`src/rtl/hck_pkg.sv`:
```
// Shared types and constants for the hue chroma key compositor.
// No dependencies.
package hck_pkg;

	localparam int COLOR_BITS = 8;
	localparam int IDX_W      = 2;
	localparam int DIFF_W     = COLOR_BITS + 1;
	localparam int N_W        = COLOR_BITS + 3;
	localparam int NUM_W      = 17;
	localparam int DV_W       = COLOR_BITS + 1;
	localparam int Q_W        = 8;
	localparam int BAND_W     = COLOR_BITS + 2;

	localparam logic [IDX_W-1:0]  REG_KEY_HUE   = 2'd0;
	localparam logic [IDX_W-1:0]  REG_KEY_WIDTH = 2'd1;

	localparam logic [COLOR_BITS-1:0] KEY_HUE_RST   = 8'd60;
	localparam logic [COLOR_BITS-1:0] KEY_WIDTH_RST = 8'd10;
	localparam logic [Q_W-1:0]        HUE_WRAP      = 8'd180;

	typedef enum logic [1:0] {
		SEC_RED   = 2'd0,
		SEC_GREEN = 2'd1,
		SEC_BLUE  = 2'd2
	} sector_t;

	typedef struct packed {
		logic [COLOR_BITS-1:0] fb;
		logic [COLOR_BITS-1:0] fg;
		logic [COLOR_BITS-1:0] fr;
		logic [COLOR_BITS-1:0] bb;
		logic [COLOR_BITS-1:0] bg;
		logic [COLOR_BITS-1:0] br;
	} pix_t;

endpackage

```
`src/rtl/hue_chroma_key_compositor_core.sv`:
```
// Hue-range chroma key compositor: BGR foreground hue test, picks background in band.
// Depends on hck_pkg.
// The start transfer reaches the done strobe through stages 1 to 3, the divider stages and the compare stage.
// Throughput: one pixel per clock; busy is always low, set by the 12-stage pipeline
// (3 hue stages, 8 restoring divider stages of one quotient bit each, 1 compare stage).
// Reset clears all valid bits and loads key_hue = 60, key_width = 10.
// The receiver cannot stall; each result shows for exactly one cycle.
module hue_chroma_key_compositor_core (
	input  logic                          clk,
	input  logic                          arst_n,
	input  logic                          start,
	output logic                          busy,
	input  logic                          wr_en,
	input  logic [hck_pkg::IDX_W-1:0]     wr_index,
	input  logic [hck_pkg::COLOR_BITS-1:0] wr_data,
	input  logic [hck_pkg::COLOR_BITS-1:0] fg_blue,
	input  logic [hck_pkg::COLOR_BITS-1:0] fg_green,
	input  logic [hck_pkg::COLOR_BITS-1:0] fg_red,
	input  logic [hck_pkg::COLOR_BITS-1:0] bg_blue,
	input  logic [hck_pkg::COLOR_BITS-1:0] bg_green,
	input  logic [hck_pkg::COLOR_BITS-1:0] bg_red,
	output logic                          done,
	output logic [hck_pkg::COLOR_BITS-1:0] out_blue,
	output logic [hck_pkg::COLOR_BITS-1:0] out_green,
	output logic [hck_pkg::COLOR_BITS-1:0] out_red,
	output logic                          keyed
);
	import hck_pkg::*;

	localparam int DIV_STEPS = Q_W;

	logic [COLOR_BITS-1:0] key_hue_q;
	logic [COLOR_BITS-1:0] key_width_q;

	assign busy = 1'b0;

	always_ff @(posedge clk or negedge arst_n) begin
		if (!arst_n) begin
			key_hue_q   <= KEY_HUE_RST;
			key_width_q <= KEY_WIDTH_RST;
		end else if (wr_en) begin
			case (wr_index)
				REG_KEY_HUE:   key_hue_q   <= wr_data;
				REG_KEY_WIDTH: key_width_q <= wr_data;
				default: ;
			endcase
		end
	end

	// stage 1: max/min, spread, sector and raw difference
	logic                    in_xfer;
	logic                    r_max, g_max;
	logic [COLOR_BITS-1:0]   mx, mn;
	sector_t                 sec;
	logic signed [DIFF_W-1:0] diff;

	assign in_xfer = start & ~busy;

	always_comb begin
		r_max = (fg_red >= fg_green) && (fg_red >= fg_blue);
		g_max = !r_max && (fg_green >= fg_blue);
		if (r_max) begin
			mx   = fg_red;
			sec  = SEC_RED;
			diff = $signed({1'b0, fg_green}) - $signed({1'b0, fg_blue});
		end else if (g_max) begin
			mx   = fg_green;
			sec  = SEC_GREEN;
			diff = $signed({1'b0, fg_blue}) - $signed({1'b0, fg_red});
		end else begin
			mx   = fg_blue;
			sec  = SEC_BLUE;
			diff = $signed({1'b0, fg_red}) - $signed({1'b0, fg_green});
		end
		mn = fg_red;
		if (fg_green < mn) mn = fg_green;
		if (fg_blue < mn)  mn = fg_blue;
	end

	logic                     v_s1;
	pix_t                     pix_s1;
	logic [COLOR_BITS-1:0]    d_s1;
	sector_t                  sec_s1;
	logic signed [DIFF_W-1:0] diff_s1;

	// stage 2: hue numerator n in [0, 6d)
	logic [N_W-1:0]        off;
	logic [N_W-1:0]        six_d;
	logic signed [N_W:0]   nsum;
	logic [N_W-1:0]        n_val;

	always_comb begin
		case (sec_s1)
			SEC_RED:   off = '0;
			SEC_GREEN: off = {2'b00, d_s1, 1'b0};
			SEC_BLUE:  off = {1'b0, d_s1, 2'b00};
			default:   off = '0;
		endcase
		six_d = {1'b0, d_s1, 2'b00} + {2'b00, d_s1, 1'b0};
		nsum  = $signed((N_W+1)'(diff_s1)) + $signed({1'b0, off});
		if (nsum < 0)
			n_val = N_W'(nsum + $signed({1'b0, six_d}));
		else
			n_val = N_W'(nsum);
	end

	logic                  v_s2;
	pix_t                  pix_s2;
	logic [COLOR_BITS-1:0] d_s2;
	logic [N_W-1:0]        n_s2;

	// stage 3: numerator 60n + d, divisor 2d
	logic [NUM_W-1:0] num;
	assign num = (NUM_W'(n_s2) << 6) - (NUM_W'(n_s2) << 2) + NUM_W'(d_s2);

	logic             v_s3;
	pix_t             pix_s3;
	logic             grey_s3;
	logic [NUM_W-1:0] rem_s3;
	logic [DV_W-1:0]  dv_s3;

	// stages 4..11: restoring divider, one quotient bit per stage
	logic             dv_v   [0:DIV_STEPS];
	pix_t             dv_pix [0:DIV_STEPS];
	logic             dv_grey[0:DIV_STEPS];
	logic [NUM_W-1:0] dv_rem [0:DIV_STEPS];
	logic [DV_W-1:0]  dv_den [0:DIV_STEPS];
	logic [Q_W-1:0]   dv_quo [0:DIV_STEPS];

	assign dv_v[0]    = v_s3;
	assign dv_pix[0]  = pix_s3;
	assign dv_grey[0] = grey_s3;
	assign dv_rem[0]  = rem_s3;
	assign dv_den[0]  = dv_s3;
	assign dv_quo[0]  = '0;

	for (genvar j = 0; j < DIV_STEPS; j++) begin : g_div
		logic [NUM_W-1:0] dsh;
		logic             ge;
		assign dsh = NUM_W'(dv_den[j]) << (DIV_STEPS - 1 - j);
		assign ge  = dv_rem[j] >= dsh;

		always_ff @(posedge clk or negedge arst_n) begin
			if (!arst_n) begin
				dv_v[j+1] <= 1'b0;
			end else begin
				dv_v[j+1] <= dv_v[j];
			end
		end

		always_ff @(posedge clk) begin
			dv_pix[j+1]  <= dv_pix[j];
			dv_grey[j+1] <= dv_grey[j];
			dv_den[j+1]  <= dv_den[j];
			dv_rem[j+1]  <= ge ? dv_rem[j] - dsh : dv_rem[j];
			dv_quo[j+1]  <= {dv_quo[j][Q_W-2:0], ge};
		end
	end

	// stage 12: band compare and select
	logic [Q_W-1:0]           hue;
	logic signed [BAND_W-1:0] band_lo, band_hi, hue_sx;
	logic                     in_band;
	pix_t                     pf;

	assign pf      = dv_pix[DIV_STEPS];
	assign hue     = (dv_grey[DIV_STEPS] || dv_quo[DIV_STEPS] >= HUE_WRAP) ?
	                 '0 : dv_quo[DIV_STEPS];
	assign hue_sx  = $signed({2'b00, hue});
	assign band_lo = $signed({2'b00, key_hue_q}) - $signed({2'b00, key_width_q});
	assign band_hi = $signed({2'b00, key_hue_q}) + $signed({2'b00, key_width_q});
	assign in_band = (hue_sx >= band_lo) && (hue_sx <= band_hi);

	always_ff @(posedge clk or negedge arst_n) begin
		if (!arst_n) begin
			v_s1 <= 1'b0;
			v_s2 <= 1'b0;
			v_s3 <= 1'b0;
			done <= 1'b0;
		end else begin
			v_s1 <= in_xfer;
			v_s2 <= v_s1;
			v_s3 <= v_s2;
			done <= dv_v[DIV_STEPS];
		end
	end

	always_ff @(posedge clk) begin
		pix_s1  <= '{fb: fg_blue, fg: fg_green, fr: fg_red,
		             bb: bg_blue, bg: bg_green, br: bg_red};
		d_s1    <= mx - mn;
		sec_s1  <= sec;
		diff_s1 <= diff;

		pix_s2 <= pix_s1;
		d_s2   <= d_s1;
		n_s2   <= n_val;

		pix_s3  <= pix_s2;
		grey_s3 <= (d_s2 == '0);
		rem_s3  <= num;
		dv_s3   <= {d_s2, 1'b0};

		out_blue  <= in_band ? pf.bb : pf.fb;
		out_green <= in_band ? pf.bg : pf.fg;
		out_red   <= in_band ? pf.br : pf.fr;
		keyed     <= in_band;
	end

endmodule
```
`config.mk`:
```
export PLATFORM = sky130hd
export DESIGN_NAME = hue_chroma_key_compositor_core
export DESIGN_NICKNAME = d
export VERILOG_FILES = /design/src/rtl/hck_pkg.sv /design/src/rtl/hue_chroma_key_compositor_core.sv
export SDC_FILE = /design/constraint.sdc
export NUM_CORES = 1
export LEC_CHECK = 0
export BUFFER_PORTS_ARGS = -buffer_cell sky130_fd_sc_hd__buf_2
export CORE_MARGIN = 5
export CORE_UTILIZATION = 63
export CTS_CLUSTER_SIZE = 40
export DETAILED_ROUTE_END_ITERATION = 12
export PLACE_DENSITY_LB_ADDON = 0.1
export SYNTH_ARGS = -nofsm -noshare
export SYNTH_HDL_FRONTEND = slang
export SYNTH_SLANG_ARGS = --single-unit
```
`constraint.sdc`:
```
create_clock -name clk -period 8.53 [get_ports clk]
set_clock_uncertainty 0.2 [all_clocks]
set_input_delay 1.2795 -clock clk [delete_from_list [all_inputs] [get_ports clk]]
set_output_delay 1.2795 -clock clk [all_outputs]
set_load 0.01 [all_outputs]
```
==> flow_metrics.tcl <==
set metrics [dict create \
    placed_cell_area_um2 27800 \
    grt-ovfl-total 0 \
    synth_area_leader_cell "dfxtp_1" \
    crit_fanout 15 \
    relSlewSlack_pct 37.7 \
    htree_num_levels 3 \
    routabilityCongestion 0.871 \
    synth_area_um2 26700 \
    yosysWarnings 0 \
    path_class "in -> reg" \
    period_share_pct 66.5 \
    final_cell_mix "dfxtp_1 (820), inv_1 (193), ha_1 (179), nor2_1 (124), a21oi_1 (112)" \
    routed_wl_mm 47.5 \
    grt_max_degree 31 \
    start_kind "input port" \
    power_frac_seq_pct 37.8 \
    cellPowerDensity_nw_per_um2 465 \
    insertion_delay_ps 620 \
    setup_viol 0 \
    synth-edff-count 0 \
    synth_cell_types 78 \
    grt_setup_unrepaired "no" \
    ios 89 \
    worst_slew_pin_slew_ps 930 \
    outcome "completed" \
    pwr-share-comb_pct 36.6 \
    synthTopCellsByArea "dfxtp_1 (61%), ha_1 (8.4%), inv_1 (2.7%)" \
    fill_cells 2819 \
    fin_area_um2 30500 \
    p_clk_share_pct 25.6 \
    io_buffer_count 87 \
    hold_slack_ps 113 \
    placed_cells 2811 \
    fin_cells 2952 \
    grt_pass1_wl_mm 78.6 \
    routed_via_density 5.13 \
    p_leak_uw 0.0138 \
    postRouteAntennaNets 0 \
    synth_area_per_cell_um2 12.1 \
    p_sw_uw 4740 \
    row_count 75 \
    hold_buffers 0 \
    synthesis.nets 2471 \
    die_area_um2 46700 \
    dp_hpwl_mm 31.9 \
    max_freq_mhz 176 \
    antenna_found_initial 0 \
    ys_ff_latch 848 \
    grt_pass1_vias 15800 \
    clockRootBuffer "clkbuf_16" \
    core_um2 41900 \
    holdCritPathClass "reg -> reg" \
    total_power_uw 14200 \
    cp.required_ps 8830 \
    cp-end-kind "register" \
    syn_to_final_growth_pct 14.2 \
    wl_per_cell_um 16.1 \
    fp.dieH_um 216 \
    synthFlopType "dfxtp_1" \
    path_clk_slew_ps 60 \
    cts_inserted_buffers 78 \
    drc_errors 0 \
    drt_iter0_markers 995 \
    initial_core_util_pct 63.8 \
    min_period_ps 5680 \
    cts_tree "built" \
    arrival_ps 5970 \
    synthCells 2206 \
    cts-resized-gates 0 \
    fin_nets 2617 \
    slew_violations 0 \
    track_usage_pct 20.7 \
    drv_cap 0 \
    numClockSinks 848 \
    clockBufferDepth 3 \
    hold_violations 0 \
    final_common_cell "dfxtp_1" \
    drt_first_pass_iters 5 \
    die_w_um 216 \
    drive_above_1_share_pct 13.2 \
    n_antenna_cell 0 \
    synthArstFlopShare_pct 3.30 \
    cts_setup_buffers 0 \
    ys_seq_area_share_pct 64.0 \
    ir_drop_mv 0.472 \
    switching_share_pct 33.4 \
    intPower_uw 9450 \
    num_vias 15100 \
    tns_ps 0 \
    yosysTopAreaCellShare_pct 61.4 \
]
## worst max-delay path, stage by stage
cell and delay (ps):
buf_2 120, inv_1 60, ha_1 370, a21o_1 200, a21o_1 210, o21ai_2 190
nand2_4 150, mux2i_1 230, ha_1 300, a22o_1 250, nor4_1 180, o21ai_0 220
o31ai_4 570, nor2_1 110, a21oi_1 250, ha_1 280, a21o_1 150, a21o_1 190
a21o_1 180, nand2_1 70, a21oi_1 70, xor2_1 170, xnor2_1 130
## registers in the layout (all words and copies together), names as in the netlist, 9 cells and up
| name | count |
|---|---|
| dv_rem | 119 |
| dv_pix | 432 |
| dv_den | 42 |
| diff_s1 | 9 |
| pix_s1 | 48 |
| rem_s3 | 17 |
| n_s2 | 11 |
| pix_s2 | 48 |
| dv_quo | 36 |
## worst paths after layout
| kind | startpoint | to | slack, ps | depth (start not counted) |
|---|---|---|---|---|
| min in group asynchronous | arst_n | key_width_q[2] | 470 | 1 |
| worst max-delay path | fg_green[6] | d_s1[7] | 2850 | 23 |
| worst min-delay path | pix_s1[4] | pix_s2[4] | 110 | 0 |
| max in group asynchronous | arst_n | dv_v[0] | 7270 | 1 |
| worst min register to register | pix_s1[4] | pix_s2[4] | 110 | 0 |
| worst max register to register | sec_s1[1] | n_s2[10] | 4000 | 20 |
## cell usage after synthesis (30+ instances only)
cell type / n
a21o_1: 32
a21oi_1: 112
dfxtp_1: 820
ha_1: 179
inv_1: 193
mux2_2: 39
nand2_1: 84
nor2_1: 124
nor2b_1: 30
nor3_1: 33
o21ai_0: 72
xnor2_1: 63
xor2_1: 39
## power groups by stage
| stage | Sequential (µW) | Combinational [µW] | Clock (µW) |
|---|---|---|---|
| 5_1_grt | 5460 | 5870 | 3890 |
| 6_report | 5360 | 5190 | 3640 |
| 4_1_cts | 5370 | 5210 | 3730 |
| 3_5_place_dp | 5430 | 5140 | 0 |
| 2_1_floorplan | 5280 | 4090 | 0 |
| 3_3_place_gp | 5410 | 4960 | 0 |
## kinds of logic (layout without fill, tap and decap cells)
| logic type | count (synthesis) | count (layout) | synth area share (%) |
|---|---|---|---|
| DFF | 848 | 848 | 64.0 |
| and+or+nand+nor | 404 | 404 | 7.56 |
| muxes | 79 | 79 | 3.53 |
| xor gates and xnor gates | 102 | 102 | 3.34 |
| other | 1 | 1 | 0.0140 |
| AOI/OAI and AO/OA | 350 | 350 | 8.16 |
| adders and majority gates | 203 | 203 | 10.2 |
| buffers and inverters | 219 | 426 | 3.20 |
## layout make-up
| type | count | area, µm² | area share (%) |
|---|---|---|---|
| inverters | 194 | 728 | 2.38 |
| clock buffers | 92 | 2120 | 6.93 |
| well taps | 539 | 674 | 2.21 |
| flip-flops and latches | 848 | 17100 | 56.1 |
| multi-input cells | 1139 | 8780 | 28.8 |
| repair buffers | 91 | 465 | 1.52 |
| clock inverters | 49 | 654 | 2.14 |
## metrics by stage
| step | setup WS [ps] | util, % |
|---|---|---|
| 2_1_floorplan | 2940 | - |
| 3_3_place_gp | 2280 | 66.2 |
| 3_5_place_dp | 2280 | 66.2 |
| 4_1_cts | 2900 | 72.8 |
| 5_1_grt | 2490 | 72.8 |
| 6_report | 2850 | 72.8 |
## per-layer routing
| layer | part of all wire [%] | GRT usage [%] | vias to the layer above |
|---|---|---|---|
| met4 | 2.9 | 6.61 | 0 |
| met1 | 44 | 25.3 | 7079 |
| li1 | - | - | 7669 |
| met5 | 0 | 0 | - |
| met3 | 3.7 | 3.85 | 98 |
| met2 | 50 | 37.0 | 286 |
Power figures use the tool's default switching activity.
